$ cat config.mk
export PLATFORM = sky130hd
export DESIGN_NAME = pid_deadband_filtered
export DESIGN_NICKNAME = d
export VERILOG_FILES = /design/src/rtl/pdf_pkg.sv /design/src/rtl/pdf_mul.sv /design/src/rtl/pdf_cfg.sv /design/src/rtl/pid_deadband_filtered.sv
export SDC_FILE = /design/constraint.sdc
export NUM_CORES = 2
export LEC_CHECK = 0
export BUFFER_PORTS_ARGS = -buffer_cell sky130_fd_sc_hd__clkbuf_2
export CELL_PAD_IN_SITES_DETAIL_PLACEMENT = 1
export CELL_PAD_IN_SITES_GLOBAL_PLACEMENT = 2
export CORE_MARGIN = 2
export CORE_UTILIZATION = 35
export DETAILED_ROUTE_END_ITERATION = 10
export PLACE_DENSITY_LB_ADDON = 0.1
export SYNTH_ARGS = -nofsm -noshare
export SYNTH_HDL_FRONTEND = slang
export SYNTH_SLANG_ARGS = --single-unit
$ cat constraint.sdc
create_clock -name clk_i -period 13.25 [get_ports clk_i]
set_clock_uncertainty 0.15 [all_clocks]
set_input_delay 1.9875 -clock clk_i [delete_from_list [all_inputs] [get_ports clk_i]]
set_output_delay 1.9875 -clock clk_i [all_outputs]
set_load 0.1 [all_outputs]
$ cat src/rtl/pdf_pkg.sv
// Package for the deadband PID controller: widths, filter constants, register codes, types.
`default_nettype none
package pdf_pkg;

  localparam int unsigned MEAS_W  = 16;
  localparam int unsigned ERR_W   = 17;
  localparam int unsigned DIFF_W  = 18;
  localparam int unsigned ACC_W   = 48;
  localparam int unsigned SUM_W   = 36;
  localparam int unsigned FILT_W  = 45;
  localparam int unsigned MUL_A_W = 25;
  localparam int unsigned MUL_B_W = 37;
  localparam int unsigned PROD_W  = 48;
  localparam int unsigned SAT_W   = FILT_W - 8;
  localparam int unsigned CFG_AW  = 5;
  localparam int unsigned CFG_DW  = 32;

  // 0.3 / 0.7 filter weights in Q8
  localparam int unsigned FILT_NEW   = 77;
  localparam int unsigned FILT_OLD   = 179;
  localparam int unsigned FILT_SHIFT = 8;

  typedef enum logic [2:0] {
    REG_TARGET     = 3'd0,
    REG_DEAD_BAND  = 3'd1,
    REG_INT_LIMIT  = 3'd2,
    REG_MAX_OUTPUT = 3'd3,
    REG_GAIN_P     = 3'd4,
    REG_GAIN_I     = 3'd5,
    REG_GAIN_D     = 3'd6
  } reg_idx_e;

  typedef struct packed {
    logic [15:0] target_value;
    logic [14:0] dead_band;
    logic [15:0] integral_limit;
    logic [14:0] max_output;
    logic [15:0] gain_p;
    logic [23:0] gain_i;
    logic [15:0] gain_d;
  } cfg_t;

  typedef enum logic [3:0] {
    ST_IDLE,
    ST_MUL_I,
    ST_ACC,
    ST_CLAMP,
    ST_SUM,
    ST_MUL_N,
    ST_MUL_O,
    ST_FILT,
    ST_SAT,
    ST_OUT
  } state_e;

endpackage
`default_nettype wire

$ cat src/rtl/pdf_mul.sv
// Shared signed multiplier with registered product.
`default_nettype none
module pdf_mul (
  input  wire logic                                clk_i,
  input  wire logic                                en_i,
  input  wire logic signed [pdf_pkg::MUL_A_W-1:0]  a_i,
  input  wire logic signed [pdf_pkg::MUL_B_W-1:0]  b_i,
  output logic signed      [pdf_pkg::PROD_W-1:0]   p_o
);

  localparam int unsigned FULL_W = pdf_pkg::MUL_A_W + pdf_pkg::MUL_B_W;

  logic signed [FULL_W-1:0]         full;
  logic signed [pdf_pkg::PROD_W-1:0] p_d, p_q;

  assign full = a_i * b_i;
  // all products of this block fit in PROD_W bits
  assign p_d  = pdf_pkg::PROD_W'(full);

  always_ff @(posedge clk_i) begin
    if (en_i) begin
      p_q <= p_d;
    end
  end

  assign p_o = p_q;

endmodule
`default_nettype wire

$ cat src/rtl/pdf_cfg.sv
// APB register file for the controller settings.
`default_nettype none
module pdf_cfg (
  input  wire logic                          clk_i,
  input  wire logic                          rst_ni,
  input  wire logic                          psel,
  input  wire logic                          penable,
  input  wire logic                          pwrite,
  input  wire logic [pdf_pkg::CFG_AW-1:0]    paddr,
  input  wire logic [pdf_pkg::CFG_DW-1:0]    pwdata,
  output logic      [pdf_pkg::CFG_DW-1:0]    prdata,
  output logic                               pready,
  output pdf_pkg::cfg_t                      cfg_o
);

  pdf_pkg::cfg_t    cfg_d, cfg_q;
  pdf_pkg::reg_idx_e idx;
  logic             wr_en;

  assign idx    = pdf_pkg::reg_idx_e'(paddr[pdf_pkg::CFG_AW-1:2]);
  assign wr_en  = psel && penable && pwrite;
  assign pready = 1'b1;

  always_comb begin
    cfg_d = cfg_q;
    if (wr_en) begin
      unique case (idx)
        pdf_pkg::REG_TARGET:     cfg_d.target_value   = pwdata[15:0];
        pdf_pkg::REG_DEAD_BAND:  cfg_d.dead_band      = pwdata[14:0];
        pdf_pkg::REG_INT_LIMIT:  cfg_d.integral_limit = pwdata[15:0];
        pdf_pkg::REG_MAX_OUTPUT: cfg_d.max_output     = pwdata[14:0];
        pdf_pkg::REG_GAIN_P:     cfg_d.gain_p         = pwdata[15:0];
        pdf_pkg::REG_GAIN_I:     cfg_d.gain_i         = pwdata[23:0];
        pdf_pkg::REG_GAIN_D:     cfg_d.gain_d         = pwdata[15:0];
        default: ;
      endcase
    end
  end

  always_comb begin
    unique case (idx)
      pdf_pkg::REG_TARGET:     prdata = {16'd0, cfg_q.target_value};
      pdf_pkg::REG_DEAD_BAND:  prdata = {17'd0, cfg_q.dead_band};
      pdf_pkg::REG_INT_LIMIT:  prdata = {16'd0, cfg_q.integral_limit};
      pdf_pkg::REG_MAX_OUTPUT: prdata = {17'd0, cfg_q.max_output};
      pdf_pkg::REG_GAIN_P:     prdata = {16'd0, cfg_q.gain_p};
      pdf_pkg::REG_GAIN_I:     prdata = {8'd0, cfg_q.gain_i};
      pdf_pkg::REG_GAIN_D:     prdata = {16'd0, cfg_q.gain_d};
      default:                 prdata = '0;
    endcase
  end

  always_ff @(posedge clk_i or negedge rst_ni) begin
    if (!rst_ni) begin
      cfg_q <= '0;
    end else begin
      cfg_q <= cfg_d;
    end
  end

  assign cfg_o = cfg_q;

endmodule
`default_nettype wire

$ cat src/rtl/pid_deadband_filtered.sv
// PID controller with deadband, clamped integral and 0.3/0.7 output filter.
// Outside the deadband an accepted measure transaction passes MUL_I, ACC, CLAMP, SUM, MUL_N,
//   MUL_O, FILT, SAT and OUT before drive_valid_o; inside it MUL_I goes straight to OUT
//   (output holds its last value). The sequencer shares one multiplier over five products,
//   and a new sample is taken only when idle.
// Reset: rst_ni clears settings, previous error, integral, previous drive and output valid.
`default_nettype none
module pid_deadband_filtered #(
  parameter int unsigned KI_FRAC_BITS = 16
) (
  input  wire logic                        clk_i,
  input  wire logic                        rst_ni,
  // configuration
  input  wire logic                        psel,
  input  wire logic                        penable,
  input  wire logic                        pwrite,
  input  wire logic [pdf_pkg::CFG_AW-1:0]  paddr,
  input  wire logic [pdf_pkg::CFG_DW-1:0]  pwdata,
  output logic      [pdf_pkg::CFG_DW-1:0]  prdata,
  output logic                             pready,
  // measure channel
  input  wire logic signed [15:0]          measure_i,
  input  wire logic                        measure_valid_i,
  output logic                             measure_stall_o,
  // drive channel
  output logic signed [15:0]               drive_o,
  output logic                             drive_valid_o,
  input  wire logic                        drive_stall_i
);

  localparam int unsigned ERR_W   = pdf_pkg::ERR_W;
  localparam int unsigned DIFF_W  = pdf_pkg::DIFF_W;
  localparam int unsigned ACC_W   = pdf_pkg::ACC_W;
  localparam int unsigned SUM_W   = pdf_pkg::SUM_W;
  localparam int unsigned FILT_W  = pdf_pkg::FILT_W;
  localparam int unsigned SAT_W   = pdf_pkg::SAT_W;
  localparam int unsigned MUL_A_W = pdf_pkg::MUL_A_W;
  localparam int unsigned MUL_B_W = pdf_pkg::MUL_B_W;
  localparam int unsigned PROD_W  = pdf_pkg::PROD_W;

  pdf_pkg::cfg_t cfg;

  pdf_cfg u_cfg (
    .clk_i   (clk_i),
    .rst_ni  (rst_ni),
    .psel    (psel),
    .penable (penable),
    .pwrite  (pwrite),
    .paddr   (paddr),
    .pwdata  (pwdata),
    .prdata  (prdata),
    .pready  (pready),
    .cfg_o   (cfg)
  );

  // ---------------------------------------------------------------------------
  // State
  // ---------------------------------------------------------------------------
  pdf_pkg::state_e state_d, state_q;

  logic signed [ERR_W-1:0]  err_d, err_q;          // error of the current sample
  logic signed [DIFF_W-1:0] diff_d, diff_q;        // err - previous err
  logic signed [ERR_W-1:0]  prev_error_d, prev_error_q;
  logic signed [ACC_W-1:0]  acc_d, acc_q;          // integral, Q.KI_FRAC_BITS
  logic signed [SUM_W-1:0]  sum_d, sum_q;          // P + I + D
  logic signed [FILT_W-1:0] filt_d, filt_q;        // 77*sum + 179*prev_drive
  logic signed [15:0]       prev_drive_d, prev_drive_q;
  logic signed [15:0]       drive_d, drive_q;
  logic                     drive_valid_d, drive_valid_q;

  // shared multiplier
  logic                      mul_en;
  logic signed [MUL_A_W-1:0] mul_a;
  logic signed [MUL_B_W-1:0] mul_b;
  logic signed [PROD_W-1:0]  prod;

  pdf_mul u_mul (
    .clk_i (clk_i),
    .en_i  (mul_en),
    .a_i   (mul_a),
    .b_i   (mul_b),
    .p_o   (prod)
  );

  // ---------------------------------------------------------------------------
  // Datapath helpers
  // ---------------------------------------------------------------------------
  logic                     in_fire, out_free;
  logic signed [ERR_W-1:0]  err_new;
  logic [ERR_W-1:0]         err_mag;
  logic                     active;
  logic signed [ACC_W-1:0]  lim, lim_neg;
  logic signed [SAT_W-1:0]  filt_sh, mo_pos, mo_neg;

  assign in_fire  = measure_valid_i && !measure_stall_o;
  assign out_free = !drive_valid_q || !drive_stall_i;

  assign err_new = ERR_W'($signed(cfg.target_value)) - ERR_W'(measure_i);
  // magnitude read as unsigned so the most negative error still works
  assign err_mag = err_q[ERR_W-1] ? ERR_W'(-err_q) : ERR_W'(err_q);
  assign active  = err_mag > ERR_W'(cfg.dead_band);

  assign lim     = $signed(ACC_W'(cfg.integral_limit) << KI_FRAC_BITS);
  assign lim_neg = -lim;

  assign filt_sh = SAT_W'(filt_q >>> pdf_pkg::FILT_SHIFT);
  assign mo_pos  = $signed(SAT_W'(cfg.max_output));
  assign mo_neg  = -mo_pos;

  // ---------------------------------------------------------------------------
  // Sequencer: next state, operand select and register updates
  // ---------------------------------------------------------------------------
  always_comb begin
    state_d       = state_q;
    err_d         = err_q;
    diff_d        = diff_q;
    prev_error_d  = prev_error_q;
    acc_d         = acc_q;
    sum_d         = sum_q;
    filt_d        = filt_q;
    prev_drive_d  = prev_drive_q;
    drive_d       = drive_q;
    drive_valid_d = drive_valid_q && drive_stall_i;
    mul_en        = 1'b0;
    mul_a         = '0;
    mul_b         = '0;

    unique case (state_q)
      pdf_pkg::ST_IDLE: begin
        if (in_fire) begin
          err_d        = err_new;
          diff_d       = DIFF_W'(err_new) - DIFF_W'(prev_error_q);
          prev_error_d = err_new;
          state_d      = pdf_pkg::ST_MUL_I;
        end
      end
      pdf_pkg::ST_MUL_I: begin
        mul_en  = 1'b1;
        mul_a   = MUL_A_W'($signed(cfg.gain_i));
        mul_b   = MUL_B_W'(err_q);
        state_d = active ? pdf_pkg::ST_ACC : pdf_pkg::ST_OUT;
      end
      pdf_pkg::ST_ACC: begin
        acc_d   = acc_q + prod;
        mul_en  = 1'b1;
        mul_a   = MUL_A_W'($signed(cfg.gain_p));
        mul_b   = MUL_B_W'(err_q);
        state_d = pdf_pkg::ST_CLAMP;
      end
      pdf_pkg::ST_CLAMP: begin
        priority if (acc_q > lim) begin
          acc_d = lim;
        end else if (acc_q < lim_neg) begin
          acc_d = lim_neg;
        end else begin
          acc_d = acc_q;
        end
        sum_d   = SUM_W'(prod);                     // P term
        mul_en  = 1'b1;
        mul_a   = MUL_A_W'($signed(cfg.gain_d));
        mul_b   = MUL_B_W'(diff_q);
        state_d = pdf_pkg::ST_SUM;
      end
      pdf_pkg::ST_SUM: begin
        // floor of the integral is the arithmetic shift
        sum_d   = sum_q + SUM_W'(prod) + SUM_W'(acc_q >>> KI_FRAC_BITS);
        state_d = pdf_pkg::ST_MUL_N;
      end
      pdf_pkg::ST_MUL_N: begin
        mul_en  = 1'b1;
        mul_a   = MUL_A_W'(pdf_pkg::FILT_NEW);
        mul_b   = MUL_B_W'(sum_q);
        state_d = pdf_pkg::ST_MUL_O;
      end
      pdf_pkg::ST_MUL_O: begin
        filt_d  = FILT_W'(prod);
        mul_en  = 1'b1;
        mul_a   = MUL_A_W'(pdf_pkg::FILT_OLD);
        mul_b   = MUL_B_W'(prev_drive_q);
        state_d = pdf_pkg::ST_FILT;
      end
      pdf_pkg::ST_FILT: begin
        filt_d  = filt_q + FILT_W'(prod);
        state_d = pdf_pkg::ST_SAT;
      end
      pdf_pkg::ST_SAT: begin
        priority if (filt_sh > mo_pos) begin
          prev_drive_d = 16'(mo_pos);
        end else if (filt_sh < mo_neg) begin
          prev_drive_d = 16'(mo_neg);
        end else begin
          prev_drive_d = 16'(filt_sh);
        end
        state_d = pdf_pkg::ST_OUT;
      end
      pdf_pkg::ST_OUT: begin
        // wait here while an earlier result is still stalled
        if (out_free) begin
          drive_d       = prev_drive_q;
          drive_valid_d = 1'b1;
          state_d       = pdf_pkg::ST_IDLE;
        end
      end
      default: state_d = pdf_pkg::ST_IDLE;
    endcase
  end

  always_ff @(posedge clk_i or negedge rst_ni) begin
    if (!rst_ni) begin
      state_q       <= pdf_pkg::ST_IDLE;
      prev_error_q  <= '0;
      acc_q         <= '0;
      prev_drive_q  <= '0;
      drive_valid_q <= 1'b0;
    end else begin
      state_q       <= state_d;
      prev_error_q  <= prev_error_d;
      acc_q         <= acc_d;
      prev_drive_q  <= prev_drive_d;
      drive_valid_q <= drive_valid_d;
    end
  end

  always_ff @(posedge clk_i) begin
    err_q   <= err_d;
    diff_q  <= diff_d;
    sum_q   <= sum_d;
    filt_q  <= filt_d;
    drive_q <= drive_d;
  end

  assign measure_stall_o = (state_q != pdf_pkg::ST_IDLE);
  assign drive_o         = drive_q;
  assign drive_valid_o   = drive_valid_q;

  // ---------------------------------------------------------------------------
  // Assertions
  // ---------------------------------------------------------------------------
  a_valid_from_out: assert property (@(posedge clk_i) disable iff (!rst_ni)
    $rose(drive_valid_q) |-> $past(state_q == pdf_pkg::ST_OUT))
    else $error("drive valid rose outside the output step");

  a_int_clamped: assert property (@(posedge clk_i) disable iff (!rst_ni)
    (state_q == pdf_pkg::ST_SUM) |-> (acc_q <= lim && acc_q >= lim_neg))
    else $error("integral outside its limit after clamp");

  a_drive_sat: assert property (@(posedge clk_i) disable iff (!rst_ni)
    (state_q == pdf_pkg::ST_OUT && $past(state_q == pdf_pkg::ST_SAT)) |->
      (SAT_W'(prev_drive_q) <= mo_pos && SAT_W'(prev_drive_q) >= mo_neg))
    else $error("drive beyond max_output after saturation");

endmodule
`default_nettype wire
==> run metrics <==
status=finished, final reports clean; WL final=219000 um; vias in the first global route=45900; unrepaired setup endpoints after global routing=no; final setup fails=0; io pins=111; via count=43400; Slew HR=20.4%; sequential element share of the synthesized area=19.3%; worst endpoint data arrival time=11500 ps; CTS tree=built; Max Slew Vio Count=0; Worst EP required=13470 ps; first-pass GRT wire length=320000 um; Crit path largest cell delay=820 ps; synth-to-layout area growth=8.72%; slowest cell on the critical path=a211oi_1; Max Cap Viol=0; Primary FF master, synth=dfrtp_1; largest net degree at the start of global routing=89; setup TNS=0 ps; hold path cells=2; Crit Path Category=reg2reg; routability cong.=0.893; CORE AREA=154000 sq um; Routed Antenna Nets=0; EDFF count, synth=180; layout cells sized above 1=7.78%; deepest clock path buffer count=3; asr flop ratio synth=53.1%; half-perimeter wire length after placement=177000 um; fin crit share=85.1%; clock root buffer=clkbuf_16; Avg Synthesized Cell Area=9.02 sq um; worst-path fanout max=18; row count=144; DRC Markers=0; highest clock rate=88.6 MHz; Horiz. Die Dim=398 um; Syn Inst Count=6021; R2R setup slack=1970 ps; Hold WC Path Type=reg2reg; Clk pin slew, worst setup/hold paths=70 ps; Die Span Y=398 um; Fin. Hold Viols=0; GRT Util Overall=27.9%; Worst-Skew Late Latency=650 ps; Via density=5.34; initial drt markers=3081; Worst Tran Pin Value=1190 ps; grt met3 use=2.72%; critical path depth=31; Netlist cell types=94; initial antenna violation count=13; minimum clock period=11280 ps; Bufs and invs on worst path=6; Hold-fix buffers, CTS=0; R2R cell count=31; DR pass1 iterations=5; Port Buf Inserts=91; # Post-CTS Setup Buffers=0; critical path startpoint category=register; nets=7306; cell area after synthesis=54300 sq um; synthesized flop and latch total=384; TritonCTS Buffers=48; Initial Util=35.3%; clock sinks=384; CP Capture Type=register; CP top delay family=adder cells; wire length per cell=26.9 um; synth warn=0; die area=158000 sq um; Congestion Overflow GR=0; Worst path most repeated cell=fa_1; M2 GR Usage=45.2%; H-tree depth=2; PostCTS Resize Cnt=0; met1 usage=40.0%; GRT Max-Usage Layer=met2
==> metrics by stage <==
step	worst slack [ps]	hold slack, ps	utilization (%)	instances	area, sq um
3_3_place_gp	2240	325	37.3	8034	57500
5_1_grt	1580	377	38.3	8122	59100
2_1_floorplan	4540	296	-	6028	54400
4_1_cts	2120	346	38.3	8122	59100
6_report	1970	343	38.3	8124	59100
3_5_place_dp	2180	335	37.3	8034	57500
==> sequential cells by signal, indices dropped and copies added, names as in the netlist <==
| name | cells |
|---|---|
| u_cfg.cfg_o | 118 |
| acc_q | 48 |
| u_mul.p_o | 48 |
| filt_q | 45 |
| sum_q | 36 |
| diff_q | 18 |
| err_q | 17 |
| prev_error_q | 17 |
| drive_o | 16 |
| prev_drive_q | 16 |
| state_q | 4 |
| drive_valid_o | 1 |
==> synth_stat cells, types with 9 or more instances <==
master / n / area (sq um)
mux2i_1: 34 / 340
o41ai_1: 9 / 78.8
nor2b_1: 45 / 282
a22oi_1: 16 / 120
nand2b_1: 67 / 419
and3_1: 50 / 313
fa_1: 780 / 15600
inv_1: 1011 / 3790
buf_1: 20 / 75.1
a21o_1: 138 / 1040
a22o_1: 20 / 175
or2_2: 17 / 106
edfxtp_1: 180 / 5410
a221oi_1: 10 / 87.6
o21a_1: 36 / 270
and4_1: 23 / 201
ha_1: 426 / 5330
clkbuf_1: 220 / 826
a211oi_1: 33 / 248
or3_1: 22 / 138
xnor2_1: 177 / 1550
mux2_2: 100 / 1130
nand4_1: 61 / 382
o211ai_1: 16 / 120
buf_4: 9 / 67.6
o21ai_0: 298 / 1490
nand2_1: 772 / 2900
o31ai_1: 25 / 188
a21oi_1: 271 / 1360
nor3_1: 54 / 270
dfrtp_1: 204 / 5100
nor4b_1: 9 / 78.8
a31oi_1: 30 / 188
nor2_1: 496 / 1860
xor2_1: 63 / 552
nand3_1: 55 / 275
and2_1: 25 / 156
o21bai_1: 32 / 240
nor4_1: 20 / 125
==> layer usage <==
layer  part of all wire (%)  routed length [um]
met4                    2.8                6070
met5                  0.014                  30
met3                    4.3                9300
met2                     46              101000
met1                     47              102000
==> layout make-up <==
class | instances | area, sq um
Sequential cell | 384 | 10500
Inverter | 1014 | 3810
Timing Repair Buffer | 218 | 1420
Clock inverter | 31 | 320
Antenna cell | 2 | 5.00
Clock buffer | 57 | 1250
Fill cell | 17800 | 95000
Multi-Input combinational cell | 4374 | 39200
Tap cell | 2044 | 2560
==> kinds of logic after synthesis <==
group / count (synthesis) / share of synthesized area, %
AOI/OAI and AO/OA: 1029 / 12.0
buffers and inverters: 1270 / 8.86
adders and majority gates: 1206 / 38.6
other: 2 / 0.0138
DFF: 384 / 19.3
muxes: 142 / 3.04
xor gates and xnor gates: 240 / 3.87
and+or+nand+nor: 1748 / 14.4
==> tightest hold or removal path: stages, from the launching register on <==
cell,delay [ps]
dfrtp_1,340
nand2_1,50
o21ai_0,60
==> worst paths after layout <==
| kind | start | to |
|---|---|---|
| worst min register to register | prev_error_q[0] | prev_error_q[0] |
| max in group asynchronous | rst_ni | acc_q[4] |
| worst max register to register | state_q[3] | u_mul.p_o[47] |
| worst max-delay path | state_q[3] | u_mul.p_o[47] |
| worst min-delay path | prev_error_q[0] | prev_error_q[0] |
| min in group asynchronous | rst_ni | u_cfg.cfg_o[53] |
==> cells in the final DEF (no fill, tap or decap), drive strengths merged, types with 56 or more instances in the layout <==
| master | n |
|---|---|
| nor3 | 56 |
| nand2 | 772 |
| ha | 426 |
| a21o | 138 |
| mux2 | 100 |
| nand4 | 61 |
| edfxtp | 180 |
| buf | 128 |
| dfrtp | 204 |
| clkbuf | 147 |
| o21ai | 299 |
| nand2b | 68 |
| xor2 | 63 |
| xnor2 | 177 |
| nor2 | 497 |
| a21oi | 273 |
| fa | 780 |
| inv | 1012 |
Power is left out: the tool's default activity adds up to more than one toggle a clock period on the data nets, which glitch-free logic cannot reach.
